## src/bim_pkg.sv

```systemverilog
// ---------------------------------------------------------------------------
// bim_pkg
// Shared types and constants for the binary image moments block.
// ---------------------------------------------------------------------------
`default_nettype none

package bim_pkg;

  // configuration register indexes
  localparam logic [1:0] CFG_FRAME_WIDTH      = 2'd0;
  localparam logic [1:0] CFG_FRAME_HEIGHT     = 2'd1;
  localparam logic [1:0] CFG_OBJECT_THRESHOLD = 2'd2;

  localparam int DIM_W    = 11;
  localparam int PIX_W    = 8;
  localparam int AREA_W   = 21;
  localparam int CENT_W   = 10;
  localparam int MOM_W    = 41;
  localparam int INV_W    = 48;
  localparam int FRAC_W   = 16;

  localparam logic [DIM_W-1:0] WIDTH_RESET     = 11'd1024;
  localparam logic [DIM_W-1:0] HEIGHT_RESET    = 11'd1024;
  localparam logic [PIX_W-1:0] THRESHOLD_RESET = 8'd100;

  // classification carried with each queued pixel
  typedef struct packed {
    logic obj;
    logic last;
  } bim_tag_t;

  typedef enum logic [3:0] {
    FIN_IDLE,
    FIN_DIVX,
    FIN_DIVY,
    FIN_MULA,
    FIN_MULB,
    FIN_MULC,
    FIN_MULD,
    FIN_MULE,
    FIN_MULF,
    FIN_MULG,
    FIN_DIVQ,
    FIN_EMIT
  } bim_fin_state_t;

endpackage

`default_nettype wire

```

## src/binary_image_moments.sv

```systemverilog
// pixels are taken one per cycle; the front stalls only when its queue fills
// a result is computed after the last pixel of a frame is taken, with s2 the
// second-moment sum width (41 at 1024x1024) setting the width of the bit-serial
// divider in the end-of-frame unit; an empty frame skips the divider and multiplier
// frames shorter than a finisher pass are throttled to one frame per finisher pass
// synchronous reset restores the configuration defaults and clears all sums
// ---------------------------------------------------------------------------
// binary_image_moments
// Area, centroid, central moments and spread invariant of a thresholded frame.
// ---------------------------------------------------------------------------
`default_nettype none

module binary_image_moments
  import bim_pkg::*;
#(
  parameter int MAX_WIDTH  = 1024,
  parameter int MAX_HEIGHT = 1024
) (
  input  logic                    clk,
  input  logic                    rst,
  input  logic                    cfg_valid,
  output logic                    cfg_ready,
  input  logic [1:0]              cfg_index,
  input  logic [DIM_W-1:0]        cfg_data,
  input  logic                    in_valid,
  output logic                    in_ready,
  input  logic [PIX_W-1:0]        pixel_value,
  output logic                    out_valid,
  input  logic                    out_ready,
  output logic [AREA_W-1:0]       object_area,
  output logic [CENT_W-1:0]       centroid_x,
  output logic [CENT_W-1:0]       centroid_y,
  output logic [MOM_W-1:0]        central_xx,
  output logic [MOM_W-1:0]        central_yy,
  output logic signed [MOM_W-1:0] central_xy,
  output logic [INV_W-1:0]        spread_invariant,
  output logic                    empty_object
);

  localparam int XW  = $clog2(MAX_WIDTH);
  localparam int YW  = $clog2(MAX_HEIGHT);
  localparam int MW  = (XW > YW) ? XW : YW;
  localparam int CW  = $clog2(MAX_WIDTH * MAX_HEIGHT + 1);
  localparam int S1W = CW + MW;
  localparam int S2W = CW + 2 * MW;
  localparam int QW  = $bits(bim_tag_t) + XW + YW;

  logic           push;
  logic           queue_full;
  bim_tag_t       push_tag;
  logic [XW-1:0]  push_x;
  logic [YW-1:0]  push_y;
  logic           pop;
  logic           avail;
  logic [QW-1:0]  pop_data;
  bim_tag_t       pop_tag;
  logic [XW-1:0]  pop_x;
  logic [YW-1:0]  pop_y;
  logic           start_valid;
  logic           start_ready;
  logic [CW-1:0]  sum_count;
  logic [S1W-1:0] sum_x;
  logic [S1W-1:0] sum_y;
  logic [S2W-1:0] sum_xx;
  logic [S2W-1:0] sum_yy;
  logic [S2W-1:0] sum_xy;

  bim_front #(
    .MAX_WIDTH  (MAX_WIDTH),
    .MAX_HEIGHT (MAX_HEIGHT)
  ) u_front (
    .clk         (clk),
    .rst         (rst),
    .cfg_valid   (cfg_valid),
    .cfg_ready   (cfg_ready),
    .cfg_index   (cfg_index),
    .cfg_data    (cfg_data),
    .in_valid    (in_valid),
    .in_ready    (in_ready),
    .pixel_value (pixel_value),
    .push        (push),
    .queue_full  (queue_full),
    .push_tag    (push_tag),
    .push_x      (push_x),
    .push_y      (push_y)
  );

  bim_queue #(
    .W (QW)
  ) u_queue (
    .clk       (clk),
    .rst       (rst),
    .push      (push),
    .push_data ({push_tag, push_x, push_y}),
    .full      (queue_full),
    .pop       (pop),
    .avail     (avail),
    .pop_data  (pop_data)
  );

  assign {pop_tag, pop_x, pop_y} = pop_data;

  bim_accum #(
    .XW  (XW),
    .YW  (YW),
    .CW  (CW),
    .S1W (S1W),
    .S2W (S2W)
  ) u_accum (
    .clk         (clk),
    .rst         (rst),
    .avail       (avail),
    .pop         (pop),
    .tag         (pop_tag),
    .x           (pop_x),
    .y           (pop_y),
    .start_valid (start_valid),
    .start_ready (start_ready),
    .sum_count   (sum_count),
    .sum_x       (sum_x),
    .sum_y       (sum_y),
    .sum_xx      (sum_xx),
    .sum_yy      (sum_yy),
    .sum_xy      (sum_xy)
  );

  bim_finish #(
    .MW  (MW),
    .CW  (CW),
    .S1W (S1W),
    .S2W (S2W)
  ) u_finish (
    .clk              (clk),
    .rst              (rst),
    .start_valid      (start_valid),
    .start_ready      (start_ready),
    .sum_count        (sum_count),
    .sum_x            (sum_x),
    .sum_y            (sum_y),
    .sum_xx           (sum_xx),
    .sum_yy           (sum_yy),
    .sum_xy           (sum_xy),
    .res_valid        (out_valid),
    .res_ready        (out_ready),
    .object_area      (object_area),
    .centroid_x       (centroid_x),
    .centroid_y       (centroid_y),
    .central_xx       (central_xx),
    .central_yy       (central_yy),
    .central_xy       (central_xy),
    .spread_invariant (spread_invariant),
    .empty_object     (empty_object)
  );

endmodule

`default_nettype wire

```

## src/bim_front.sv

```systemverilog
// ---------------------------------------------------------------------------
// bim_front
// Holds the configuration, tracks the raster position and classifies pixels.
// ---------------------------------------------------------------------------
`default_nettype none

module bim_front
  import bim_pkg::*;
#(
  parameter int MAX_WIDTH  = 1024,
  parameter int MAX_HEIGHT = 1024
) (
  input  logic                          clk,
  input  logic                          rst,
  input  logic                          cfg_valid,
  output logic                          cfg_ready,
  input  logic [1:0]                    cfg_index,
  input  logic [DIM_W-1:0]              cfg_data,
  input  logic                          in_valid,
  output logic                          in_ready,
  input  logic [PIX_W-1:0]              pixel_value,
  output logic                          push,
  input  logic                          queue_full,
  output bim_tag_t                      push_tag,
  output logic [$clog2(MAX_WIDTH)-1:0]  push_x,
  output logic [$clog2(MAX_HEIGHT)-1:0] push_y
);

  localparam int XW = $clog2(MAX_WIDTH);
  localparam int YW = $clog2(MAX_HEIGHT);
  localparam int EW = 14;

  logic [DIM_W-1:0] frame_width;
  logic [DIM_W-1:0] frame_height;
  logic [PIX_W-1:0] object_threshold;
  logic [XW-1:0]    column_count;
  logic [YW-1:0]    row_count;
  logic [EW-1:0]    w_eff;
  logic [EW-1:0]    h_eff;
  logic             line_end;
  logic             frame_end;

  assign cfg_ready = 1'b1;

  always_ff @(posedge clk) begin
    if (rst) begin
      frame_width      <= WIDTH_RESET;
      frame_height     <= HEIGHT_RESET;
      object_threshold <= THRESHOLD_RESET;
    end else if (cfg_valid) begin
      unique case (cfg_index)
        CFG_FRAME_WIDTH:      frame_width      <= cfg_data;
        CFG_FRAME_HEIGHT:     frame_height     <= cfg_data;
        CFG_OBJECT_THRESHOLD: object_threshold <= cfg_data[PIX_W-1:0];
        default: ;
      endcase
    end
  end

  // zero means one, oversize saturates
  always_comb begin
    w_eff = EW'(frame_width);
    if (frame_width == '0) w_eff = EW'(1);
    else if (EW'(frame_width) > EW'(MAX_WIDTH)) w_eff = EW'(MAX_WIDTH);
    h_eff = EW'(frame_height);
    if (frame_height == '0) h_eff = EW'(1);
    else if (EW'(frame_height) > EW'(MAX_HEIGHT)) h_eff = EW'(MAX_HEIGHT);
  end

  assign line_end  = (EW'(column_count) + EW'(1)) >= w_eff;
  assign frame_end = line_end && ((EW'(row_count) + EW'(1)) >= h_eff);

  assign in_ready      = !queue_full;
  assign push          = in_valid && in_ready;
  assign push_tag.obj  = pixel_value <= object_threshold;
  assign push_tag.last = frame_end;
  assign push_x        = column_count;
  assign push_y        = row_count;

  always_ff @(posedge clk) begin
    if (rst) begin
      column_count <= '0;
      row_count    <= '0;
    end else if (push) begin
      if (line_end) begin
        column_count <= '0;
        row_count    <= frame_end ? '0 : row_count + YW'(1);
      end else begin
        column_count <= column_count + XW'(1);
      end
    end
  end

endmodule

`default_nettype wire

```

## src/bim_queue.sv

```systemverilog
// ---------------------------------------------------------------------------
// bim_queue
// Short first-in first-out queue between the front and the accumulator.
// ---------------------------------------------------------------------------
`default_nettype none

module bim_queue #(
  parameter int W = 8
) (
  input  logic         clk,
  input  logic         rst,
  input  logic         push,
  input  logic [W-1:0] push_data,
  output logic         full,
  input  logic         pop,
  output logic         avail,
  output logic [W-1:0] pop_data
);

  localparam int DEPTH = 4;
  localparam int AW    = $clog2(DEPTH);

  logic [W-1:0]  mem [DEPTH];
  logic [AW-1:0] wr_ptr;
  logic [AW-1:0] rd_ptr;
  logic [AW:0]   count;

  assign full     = count == (AW+1)'(DEPTH);
  assign avail    = count != '0;
  assign pop_data = mem[rd_ptr];

  always_ff @(posedge clk) begin
    if (push) mem[wr_ptr] <= push_data;
  end

  always_ff @(posedge clk) begin
    if (rst) begin
      wr_ptr <= '0;
      rd_ptr <= '0;
      count  <= '0;
    end else begin
      if (push) wr_ptr <= wr_ptr + AW'(1);
      if (pop)  rd_ptr <= rd_ptr + AW'(1);
      count <= count + (AW+1)'(push) - (AW+1)'(pop);
    end
  end

endmodule

`default_nettype wire

```

## src/bim_accum.sv

```systemverilog
// ---------------------------------------------------------------------------
// bim_accum
// Accumulates the raw moments of one frame and hands them to the finisher.
// ---------------------------------------------------------------------------
`default_nettype none

module bim_accum
  import bim_pkg::*;
#(
  parameter int XW  = 10,
  parameter int YW  = 10,
  parameter int CW  = 21,
  parameter int S1W = 31,
  parameter int S2W = 41
) (
  input  logic           clk,
  input  logic           rst,
  input  logic           avail,
  output logic           pop,
  input  bim_tag_t       tag,
  input  logic [XW-1:0]  x,
  input  logic [YW-1:0]  y,
  output logic           start_valid,
  input  logic           start_ready,
  output logic [CW-1:0]  sum_count,
  output logic [S1W-1:0] sum_x,
  output logic [S1W-1:0] sum_y,
  output logic [S2W-1:0] sum_xx,
  output logic [S2W-1:0] sum_yy,
  output logic [S2W-1:0] sum_xy
);

  logic               done;
  logic [2*XW-1:0]    xx;
  logic [2*YW-1:0]    yy;
  logic [XW+YW-1:0]   xy;

  assign pop         = avail && !done;
  assign start_valid = done;

  // full-width products of the pixel position
  assign xx = (2*XW)'(x) * (2*XW)'(x);
  assign yy = (2*YW)'(y) * (2*YW)'(y);
  assign xy = (XW+YW)'(x) * (XW+YW)'(y);

  always_ff @(posedge clk) begin
    if (rst) begin
      done      <= 1'b0;
      sum_count <= '0;
      sum_x     <= '0;
      sum_y     <= '0;
      sum_xx    <= '0;
      sum_yy    <= '0;
      sum_xy    <= '0;
    end else if (done) begin
      if (start_ready) begin
        done      <= 1'b0;
        sum_count <= '0;
        sum_x     <= '0;
        sum_y     <= '0;
        sum_xx    <= '0;
        sum_yy    <= '0;
        sum_xy    <= '0;
      end
    end else if (pop) begin
      if (tag.obj) begin
        sum_count <= sum_count + CW'(1);
        sum_x     <= sum_x + S1W'(x);
        sum_y     <= sum_y + S1W'(y);
        sum_xx    <= sum_xx + S2W'(xx);
        sum_yy    <= sum_yy + S2W'(yy);
        sum_xy    <= sum_xy + S2W'(xy);
      end
      if (tag.last) done <= 1'b1;
    end
  end

endmodule

`default_nettype wire

```

## src/bim_finish.sv

```systemverilog
// ---------------------------------------------------------------------------
// bim_finish
// End-of-frame unit: centroid, central moments and spread invariant, using
// one bit-serial divider and one shared multiplier.
// ---------------------------------------------------------------------------
`default_nettype none

module bim_finish
  import bim_pkg::*;
#(
  parameter int MW  = 10,
  parameter int CW  = 21,
  parameter int S1W = 31,
  parameter int S2W = 41
) (
  input  logic                     clk,
  input  logic                     rst,
  input  logic                     start_valid,
  output logic                     start_ready,
  input  logic [CW-1:0]            sum_count,
  input  logic [S1W-1:0]           sum_x,
  input  logic [S1W-1:0]           sum_y,
  input  logic [S2W-1:0]           sum_xx,
  input  logic [S2W-1:0]           sum_yy,
  input  logic [S2W-1:0]           sum_xy,
  output logic                     res_valid,
  input  logic                     res_ready,
  output logic [AREA_W-1:0]        object_area,
  output logic [CENT_W-1:0]        centroid_x,
  output logic [CENT_W-1:0]        centroid_y,
  output logic [MOM_W-1:0]         central_xx,
  output logic [MOM_W-1:0]         central_yy,
  output logic signed [MOM_W-1:0]  central_xy,
  output logic [INV_W-1:0]         spread_invariant,
  output logic                     empty_object
);

  localparam int DW   = 2 * CW;
  localparam int PW   = (DW > S2W) ? DW : S2W;
  localparam int NW   = (S2W + 1 + FRAC_W > INV_W + 1) ? S2W + 1 + FRAC_W : INV_W + 1;
  localparam int CNTW = $clog2(NW);

  bim_fin_state_t state, state_next;

  logic [CW-1:0]    n;
  logic [S1W-1:0]   sx;
  logic [S1W-1:0]   sy;
  logic [S2W-1:0]   sxx;
  logic [S2W-1:0]   syy;
  logic [S2W-1:0]   sxy;
  logic             empty;
  logic [MW-1:0]    cx;
  logic [MW-1:0]    cy;
  logic [PW-1:0]    u;
  logic [PW-1:0]    v;
  logic [PW-1:0]    mxx;
  logic [PW-1:0]    myy;
  logic [PW-1:0]    mxy;
  logic [INV_W-1:0] spread;

  logic [NW-1:0]    dvd;
  logic [DW-1:0]    dsr;
  logic [DW-1:0]    rem;
  logic [CNTW-1:0]  cnt;
  logic [DW:0]      rem_s;
  logic             ge;
  logic [DW-1:0]    rem_n;
  logic [NW-1:0]    dvd_n;
  logic             div_last;

  logic [CW-1:0]    ma;
  logic [PW-1:0]    mb;
  logic [PW-1:0]    mp;
  logic [S2W:0]     num;

  // one restoring division step per cycle
  assign rem_s    = {rem, dvd[NW-1]};
  assign ge       = rem_s >= {1'b0, dsr};
  assign rem_n    = ge ? DW'(rem_s - {1'b0, dsr}) : rem_s[DW-1:0];
  assign dvd_n    = {dvd[NW-2:0], ge};
  assign div_last = cnt == CNTW'(NW - 1);

  assign num = {1'b0, mxx[S2W-1:0]} + {1'b0, myy[S2W-1:0]};

  // shared multiplier, modulo 2^PW
  always_comb begin
    ma = '0;
    mb = '0;
    unique case (state)
      FIN_MULA: begin ma = CW'(cx); mb = PW'(n); end
      FIN_MULB: begin ma = CW'(cy); mb = PW'(n); end
      FIN_MULC: begin ma = CW'(cx); mb = u - (PW'(sx) << 1); end
      FIN_MULD: begin ma = CW'(cy); mb = v - (PW'(sy) << 1); end
      FIN_MULE: begin ma = CW'(cx); mb = v - PW'(sy); end
      FIN_MULF: begin ma = CW'(cy); mb = PW'(sx); end
      FIN_MULG: begin ma = n;       mb = PW'(n); end
      default: ;
    endcase
  end
  assign mp = PW'(PW'(ma) * mb);

  always_ff @(posedge clk) begin
    if (rst) state <= FIN_IDLE;
    else     state <= state_next;
  end

  always_comb begin
    state_next  = state;
    start_ready = 1'b0;
    unique case (state)
      FIN_IDLE: begin
        start_ready = 1'b1;
        if (start_valid) state_next = (sum_count == '0) ? FIN_EMIT : FIN_DIVX;
      end
      FIN_DIVX: if (div_last) state_next = FIN_DIVY;
      FIN_DIVY: if (div_last) state_next = FIN_MULA;
      FIN_MULA: state_next = FIN_MULB;
      FIN_MULB: state_next = FIN_MULC;
      FIN_MULC: state_next = FIN_MULD;
      FIN_MULD: state_next = FIN_MULE;
      FIN_MULE: state_next = FIN_MULF;
      FIN_MULF: state_next = FIN_MULG;
      FIN_MULG: state_next = FIN_DIVQ;
      FIN_DIVQ: if (div_last) state_next = FIN_EMIT;
      FIN_EMIT: if (!res_valid || res_ready) state_next = FIN_IDLE;
      default:  state_next = FIN_IDLE;
    endcase
  end

  always_ff @(posedge clk) begin
    case (state)
      FIN_IDLE: begin
        if (start_valid) begin
          n     <= sum_count;
          sx    <= sum_x;
          sy    <= sum_y;
          sxx   <= sum_xx;
          syy   <= sum_yy;
          sxy   <= sum_xy;
          empty <= sum_count == '0;
          dvd   <= NW'(sum_x);
          dsr   <= DW'(sum_count);
          rem   <= '0;
          cnt   <= '0;
        end
      end
      FIN_DIVX, FIN_DIVY, FIN_DIVQ: begin
        dvd <= dvd_n;
        rem <= rem_n;
        cnt <= cnt + CNTW'(1);
        if (div_last) begin
          rem <= '0;
          cnt <= '0;
          if (state == FIN_DIVX) begin
            cx  <= MW'(dvd_n);
            dvd <= NW'(sy);
          end
          if (state == FIN_DIVY) cy <= MW'(dvd_n);
          if (state == FIN_DIVQ) begin
            // integer part beyond 32 bits saturates
            spread <= (|dvd_n[NW-1:INV_W]) ? '1 : dvd_n[INV_W-1:0];
          end
        end
      end
      FIN_MULA: u   <= mp;
      FIN_MULB: v   <= mp;
      FIN_MULC: mxx <= PW'(sxx) + mp;
      FIN_MULD: myy <= PW'(syy) + mp;
      FIN_MULE: mxy <= PW'(sxy) + mp;
      FIN_MULF: mxy <= mxy - mp;
      FIN_MULG: begin
        dsr <= DW'(mp);
        dvd <= NW'(num) << FRAC_W;
        rem <= '0;
        cnt <= '0;
      end
      default: ;
    endcase
  end

  always_ff @(posedge clk) begin
    if (rst) begin
      res_valid <= 1'b0;
    end else begin
      if (res_valid && res_ready) res_valid <= 1'b0;
      if (state == FIN_EMIT && (!res_valid || res_ready)) res_valid <= 1'b1;
    end
  end

  always_ff @(posedge clk) begin
    if (state == FIN_EMIT && (!res_valid || res_ready)) begin
      empty_object <= empty;
      if (empty) begin
        object_area      <= '0;
        centroid_x       <= '0;
        centroid_y       <= '0;
        central_xx       <= '0;
        central_yy       <= '0;
        central_xy       <= '0;
        spread_invariant <= '0;
      end else begin
        object_area      <= AREA_W'(n);
        centroid_x       <= CENT_W'(cx);
        centroid_y       <= CENT_W'(cy);
        central_xx       <= MOM_W'(mxx[S2W-1:0]);
        central_yy       <= MOM_W'(myy[S2W-1:0]);
        central_xy       <= MOM_W'(signed'(mxy[S2W-1:0]));
        spread_invariant <= spread;
      end
    end
  end

endmodule

`default_nettype wire

```

## config.mk

```make
export PLATFORM = sky130hd
export DESIGN_NAME = binary_image_moments
export DESIGN_NICKNAME = d
export VERILOG_FILES = /design/src/bim_pkg.sv /design/src/binary_image_moments.sv /design/src/bim_front.sv /design/src/bim_queue.sv /design/src/bim_accum.sv /design/src/bim_finish.sv
export SDC_FILE = /design/constraint.sdc
export NUM_CORES = 2
export LEC_CHECK = 0
export BUFFER_PORTS_ARGS = -buffer_cell sky130_fd_sc_hd__buf_2
export CAP_MARGIN = 40
export CORE_ASPECT_RATIO = 1.5
export CORE_MARGIN = 4
export CORE_UTILIZATION = 43
export DETAILED_ROUTE_END_ITERATION = 7
export HOLD_SLACK_MARGIN = 0.03
export SETUP_SLACK_MARGIN = 0.2
export SYNTH_ARGS = -nofsm -noshare
export SYNTH_HDL_FRONTEND = slang
export SYNTH_HIERARCHICAL = 1
export SYNTH_SLANG_ARGS = --single-unit
```

## constraint.sdc

```tcl
create_clock -name clk -period 24.2 [get_ports clk]
set_input_delay 1.21 -clock clk [delete_from_list [all_inputs] [get_ports clk]]
set_output_delay 1.21 -clock clk [all_outputs]
set_load 0.05 [all_outputs]
```

After elaboration in Yosys (flattened, before gate mapping)
Memory sizes are Yosys's and may differ from the RTL's. A register that Yosys moved wholly into a read port is not among the register bits.
Index checks and enable logic that the tools add are counted.
{ "op_classes": {"add_sub_neg": 24, "multipliers": 4, "order_cmp": 6, "n_eq_ne": 21, "mux": 61, "n_reduce_logical": 38} }
{ "op_table": {"columns": ["op", "count"], "rows": [
  ["2-to-1 mux 41 bit", 10],
  ["2-to-1 mux 31 bit", 7],
  ["one-hot mux 42 bit (5 select lines)", 1],
  ["2-to-1 mux 58 bit", 3],
  ["one-hot mux 58 bit (3 select lines)", 1],
  ["2-to-1 mux 42 bit", 4],
  ["one-hot mux 42 bit (2 select lines)", 2],
  ["one-hot mux 42 bit (3 select lines)", 1],
  ["adder 41 x 20 -> 41 bit", 3],
  ["2-to-1 mux 21 bit", 4],
  ["subtractor 42 x 32 -> 42 bit", 2],
  ["subtractor 42 bit", 2],
  ["adder 41 bit", 2],
  ["one-hot mux 21 bit (3 select lines)", 1],
  ["adder 31 x 10 -> 31 bit", 2],
  ["multiplier 10 x 10 -> 20 bit", 3],
  ["one-hot mux 4 bit (12 select lines)", 1],
  ["greater-or-equal comparator 43 x 42 -> 1 bit", 1],
  ["adder 41 x 41 -> 42 bit", 1],
  ["adder 41 x 42 -> 42 bit", 1],
  ["multiplier 21 x 42 -> 42 bit", 1],
  ["subtractor 42 x 31 -> 42 bit", 1],
  ["greater-or-equal comparator 14 bit", 2],
  ["2-to-1 mux 14 bit", 2],
  ["40 further kinds", 96]
]} }
{ "totals": {"reg_bits": 1113, "ramBits": 88, "inputBits": 26, "output_inout_bits": 216, "elab_cells": 199, "memories": 1} }
{ "mem_list": {"columns": ["memory", "words", "word_bits", "rd", "rd_ports_with_merged_regs", "write_ports", "line_no", "text"], "rows": [
  ["u_queue.mem", 4, 22, 1, 1, 1, "bim_queue.sv:23", "logic [W-1:0] mem [DEPTH];"]
]} }

Longest topological paths before layout
{ "logic_depth": {"depth_word": 6, "depth_mapped": 56, "mapped_depth_nobuf": 54} }

Hierarchy
Netlist, hierarchy kept.
{ "by_module_without_submodules": {"columns": ["module", "n_inst", "cells_each", "area_per_inst_um2", "seq_area_each_um2"], "rows": [
  ["bim_finish", 1, 6501, 67119.4, 25414.4],
  ["bim_accum", 1, 2457, 20348.3, 4144.0],
  ["bim_queue", 1, 156, 3618.5, 2822.7],
  ["bim_front", 1, 363, 3054.2, 1001.0]
]} }

Least setup slack after synthesis
Ideal clock, no wire load.
{ "synth_path": {"path_kind": "reg-to-reg", "start": "reg u_finish.state[1]", "end": "reg u_finish.mxy[40] (data pin)", "setup_ns": 0.258, "arrival_ns": 15.097, "required_ns": 23.942, "path_slack_ns": 8.845, "stages_incl_launch_ff": 47, "n_path_buf": 4, "synth_period_minus_slack_ns": 15.355, "cell_sequence": "dfxtp_1 clkbuf_1 inv_1 nor4_1 or3_1 clkbuf_1 clkbuf_1 a222oi_1 clkbuf_1 nand3_1 nand2_1 fa_1 inv_1 fa_1 inv_1 fa_1 inv_1 fa_1 [... 11 more ...] a2111oi_0 o21bai_1 a21oi_1 o21bai_1 a2111o_1 a31o_2 a21o_1 xor2_1 inv_1 ha_1 a21o_1 o21a_1 o41ai_1 o21ai_0 a221oi_1 xor2_1 mux2i_1 xnor2_1"} }
{ "synth_between": {"elab_chain_cells": 6, "elab_cells_between_ends": 16, "classes_between": "add/sub (2); mul (1); eq/ne (7); mux (3); reduce/logical (3)"} }
{ "synth_rtl": {"columns": ["element", "line_no", "text"], "rows": [
  ["start, declared", "bim_finish.sv:43", "bim_fin_state_t state, state_next;"],
  ["start signal, assigned", "bim_finish.sv:104", "else state <= state_next;"],
  ["== test 4 x 2 -> 1 bit (tied with other cells)", "bim_finish.sv:89", "unique case (state)"],
  ["OR reduction 3 bit (no line)", null, null],
  ["one-hot mux 42 bit (5 select lines) / one-hot mux 21 bit (3 select lines) (equally long branches)", "bim_finish.sv:89", null],
  ["multiplier 21 x 42 -> 42 bit *", "bim_finish.sv:100", "assign mp = PW'(PW'(ma) * mb);"],
  ["net u_finish.mp[30]", "bim_finish.sv:73", "logic [PW-1:0] mp;"],
  ["subtractor 42 bit / adder 41 x 42 -> 42 bit (equally long branches)", "bim_finish.sv:170, bim_finish.sv:169", null],
  ["one-hot mux 42 bit (2 select lines) *", "bim_finish.sv:131", "case (state)"],
  ["end signal, assigned", "bim_finish.sv:169", "FIN_MULE: mxy <= PW'(sxy) + mp;"],
  ["end signal, assigned", "bim_finish.sv:170", "FIN_MULF: mxy <= mxy - mp;"],
  ["end, declared", "bim_finish.sv:58", "logic [PW-1:0] mxy;"]
]} }
The timed path passes the listed nets; every way through them passes the cells marked *.
A chain may end at the register's enable or synchronous reset.

Worst setup path in the final report
{ "layout_path": {"start": "reg u_finish.state[0]", "end": "reg u_finish.mxy[40] (data pin)"} }
The elaborated chain is that of the path after synthesis.

==> results.md <==
Outcome:
- The run finished, with violations left.
- The checks that failed: DRC.

STA:
- The slew at the pin closest to its max-slew limit is 1.244 ns.
- Measured against its own limit, the worst slew margin works out to 0.1704.
- The post-route fraction of the period consumed by the critical path is 0.5859.
- For the finished layout, the period the worst path requires is 14.18 ns.
- Clock skew on the completed layout was measured at 0.1011 ns.
- Static timing analysis puts the maximum clock frequency at 0.07053 GHz.
- The final number of max-transition violations came to 0.
- The worst hold slack is 0.4274 ns.
- The number of endpoints failing setup at the final stage is 0.
- The hold violation total from the final report is 0.
- Setup repair after global routing left no endpoint under its margin.
- The setup TNS is 0 ns.

Finish:
- The leading cell type in the layout, fill and taps excluded is inv_1.
- The area added between synthesis and finish is 10.21%.
- The final net count is 11210.
- The sequential cell area is 33380 µm².
- Fill cells in the final layout number 20570.
- In the layout the commonest cells are inv_1 (1363), nand2_1 (995), edfxtp_1 (931), fa_1 (782), ha_1 (663).
- The share of final-layout standard cells stronger than drive strength 1 is 0.08083.
- The multi-input gate area in the final layout is 54730 µm².

Global route:
- The number of global-route vias before repair is 74140.
- After global routing the overflow that remains totals 0.
- The first-pass GRT wire length is 484800 µm.
- Across every metal layer, demand over resource in global routing totals 0.2903.
- The maximum number of pins on one net before global-route repair is 84.
- The number of antenna violations at the first check in global routing is 28.

CTS:
- After clock tree synthesis, the clock-pin slew on the worst setup and hold paths is 0.07 ns.
- The clock latency on the worst-skew pair is 0.80 ns.
- The depth of the CTS H-tree is 3.
- The CTS sink count is 1202.
- Counting along the longest clock path gives a buffer depth of 3.
- TritonCTS built the clock tree.
- The cts-stage hold buffer count is 0.
- Once the clock tree was built, the setup fixing pass inserted 0 buffers.
- The clock tree root driver cell is clkbuf_16.
- The number of gates resized after CTS is 0.
- The number of buffers inserted during clock tree synthesis is 121.

Die:
- The floorplan die area is 226600 µm².
- The count of pins on the block boundary is 242.
- After floorplanning, the core was sized to cover 218100 µm².
- The number of standard-cell rows in the floorplan is 210.
- The height of the die is 581.1 µm.
- The initial standard-cell utilization of the core is 0.4317.
- In this run the horizontal extent of the chip is 390.0 µm.

Logic synthesis:
- The mean instance size in the synthesized netlist is 9.934 µm².
- After synthesis, the netlist uses 118 different library cells.
- The biggest area contributor in the post-synthesis netlist is edfxtp_1.
- In the synthesized netlist the dominant register cell turns out to be edfxtp_1.
- The cell area after synthesis is 94140 µm².
- For this run, asynchronously set or reset flops after synthesis account for 0.
- Of the post-synthesis cell area, the dominant cell type holds 0.2970.
- The sequential-to-total area share from yosys stat is 0.3546.
- The total of warnings raised by yosys is 6.
- The number of enable-type register cells in the synthesized netlist is 931.
- The number of cells produced by synthesis is 9477.
- Sorting the synthesized cells by area gives the leading types as edfxtp_1 (30%), fa_1 (17%), ha_1 (8.8%).
- After synthesis the netlist holds a flip-flop and latch count of 1202.

Critical path:
- The maximum fanout along the worst path is 24.
- STA classifies the critical path startpoint as a flop.
- The worst register-to-register path has a setup slack of 10.02 ns.
- The setup path with the least slack is of type flop to flop.
- The timing startpoint of the critical path is u_finish/state[0].
- The kind of end point of the critical path is a flop.
- Counting cells, the worst reg-to-reg path comes to 45.
- The worst register-to-register path ends at u_finish/mxy[40].
- The worst endpoint required time is 24.66 ns.
- The arrival time of data at the critical path endpoint is 14.64 ns.
- The worst register-to-register path begins at u_finish/state[0].
- The largest single stage delay on the critical path is 0.79 ns.
- Among the stages of the critical path, the cell type that occurs most often is fa_1.
- For this design, the slowest cell found on the critical path is or3_1.

Min path:
- The worst hold path class is flop to flop.
- The count of cells along the worst hold path is 0.
- The startpoint of the lowest-slack hold path is u_accum/sum_xx[3].
- The path with the worst hold slack has its endpoint at u_finish/sxx[3].

Detailed routing:
- After the first detailed-routing iteration, the DRC count stood at 5552.
- The final route contains 72200 vias.
- The first detailed-routing pass took 8 iterations.
- The DRC violation count after routing is 8.
- After detailed routing, the average wire length per cell comes to 26.18 µm.
- The total wire length is 333200 µm.
- The post-route antenna net violation count is 0.
- The post-detailed-route via-to-cell ratio is 5.674.

Placement:
- The number of buffers added on ports is 240.
- The total half-perimeter wirelength after legalization and detailed placement is 266200 µm.
- Routability-driven placement finished with a final weighted congestion of 1.054.

Run:
- The tool flagged a number of max-cap violations equal to 0.
-- cell usage after synthesis, drive strengths merged (12+ instances only) --
cell type / n
inv: 1366
nand2: 1004
edfxtp: 931
fa: 782
ha: 663
nor2: 565
a21oi: 546
o21ai: 401
xnor2: 307
clkbuf: 281
dfxtp: 271
nor2b: 266
xor2: 237
and2: 203
a21o: 198
nand3: 185
nor3: 83
nand2b: 81
a31oi: 79
nand4: 74
or2: 74
o21bai: 70
and3: 66
or3: 64
o21a: 58
mux2i: 57
a211oi: 47
a222oi: 45
o211ai: 38
buf: 34
nor4: 32
o31ai: 32
a22oi: 26
mux4: 22
and4: 18
a211o: 17
a21boi: 15
a221oi: 15
nor3b: 15
o2111ai: 14
a41oi: 13
nand3b: 13
a221o: 12
o22ai: 12
-- state kept, by name (all words and copies together) (netlist names), 41 cells and up, named ones only --
signal / count
u_queue/mem: 88
u_finish/sxx: 41
u_finish/myy: 41
u_finish/dsr: 42
u_finish/v: 42
u_finish/mxy: 41
u_accum/sum_xx: 41
u_finish/u: 42
u_finish/spread_invariant: 48
u_finish/rem: 42
u_finish/spread: 48
u_finish/central_yy: 41
u_accum/sum_xy: 41
u_finish/dvd: 58
u_finish/mxx: 41
u_finish/central_xx: 41
u_finish/sxy: 41
u_accum/sum_yy: 41
u_finish/syy: 41
u_finish/central_xy: 41
-- stage by stage --
step / area [µm²] / setup slack, ns / util / instances
after detailed placement: 99440 / 10.15 / 0.4560 / 12480
after floorplan: 94340 / 8.845 / - / 9530
after CTS: 103700 / 9.939 / 0.4753 / 12710
after global routing: 103700 / 9.297 / 0.4757 / 12720
final: 103800 / 10.02 / 0.4758 / 12720
after global placement: 99030 / 9.718 / 0.4541 / 12450
-- cells by family (layout without fill, tap and decap cells) --
family,after synthesis,in the layout,share of synthesized area
and+or+nand+nor,2770,2770,0.1409
muxes,82,82,0.01180
xor gates and xnor gates,548,548,0.05159
DFF,1202,1202,0.3546
other,3,70,0.0001196
adders and majority gates,1445,1445,0.2544
AOI/OAI and AO/OA,1741,1741,0.1186
buffers and inverters,1686,2004,0.06797
-- per-layer routing --
layer  GRT usage  up-vias  part of all wire
met3     0.03665      892             0.057
met4      0.2185        8             0.094
met5           0        -           0.00014
met1      0.3252    36080              0.36
li1            -    32440                 -
met2      0.5035     2776              0.49
-- worst max-delay path by stage --
stage / to / slack [ns] / depth (start not counted)
floorplan: u_finish/mxy[40] / 8.84 / 46
global placement: u_finish/mxy[40] / 9.72 / 43
detailed placement: u_finish/mxy[40] / 10.15 / 45
CTS: u_finish/mxy[40] / 9.94 / 45
global route: u_finish/mxy[40] / 9.30 / 45
finish: u_finish/mxy[40] / 10.02 / 45
-- final cells by class --
class / instances / share of cell area
multi-input cells: 6642 / 0.5275
flip-flops and latches: 1202 / 0.3217
inverters: 1371 / 0.04967
well taps: 2862 / 0.03451
clock buffers: 153 / 0.03202
repair buffers: 402 / 0.02561
clock inverters: 78 / 0.008586
diodes: 14 / 0.0003377
-- critical path, delay by kind of cell, from the launching register on --
kind	cells	cell delay (ns)
buffers and inverters	10	1.66
XOR/XNOR	3	0.48
AO/OA/AOI/OAI	18	5.10
AND/OR/NAND/NOR	4	1.87
flip-flops	1	0.35
adder cells (fa/ha/maj)	9	4.21
multiplexers	1	0.10
Power is left out: the tool's default activity adds up to more than one toggle a clock period on the data nets, which glitch-free logic cannot reach.
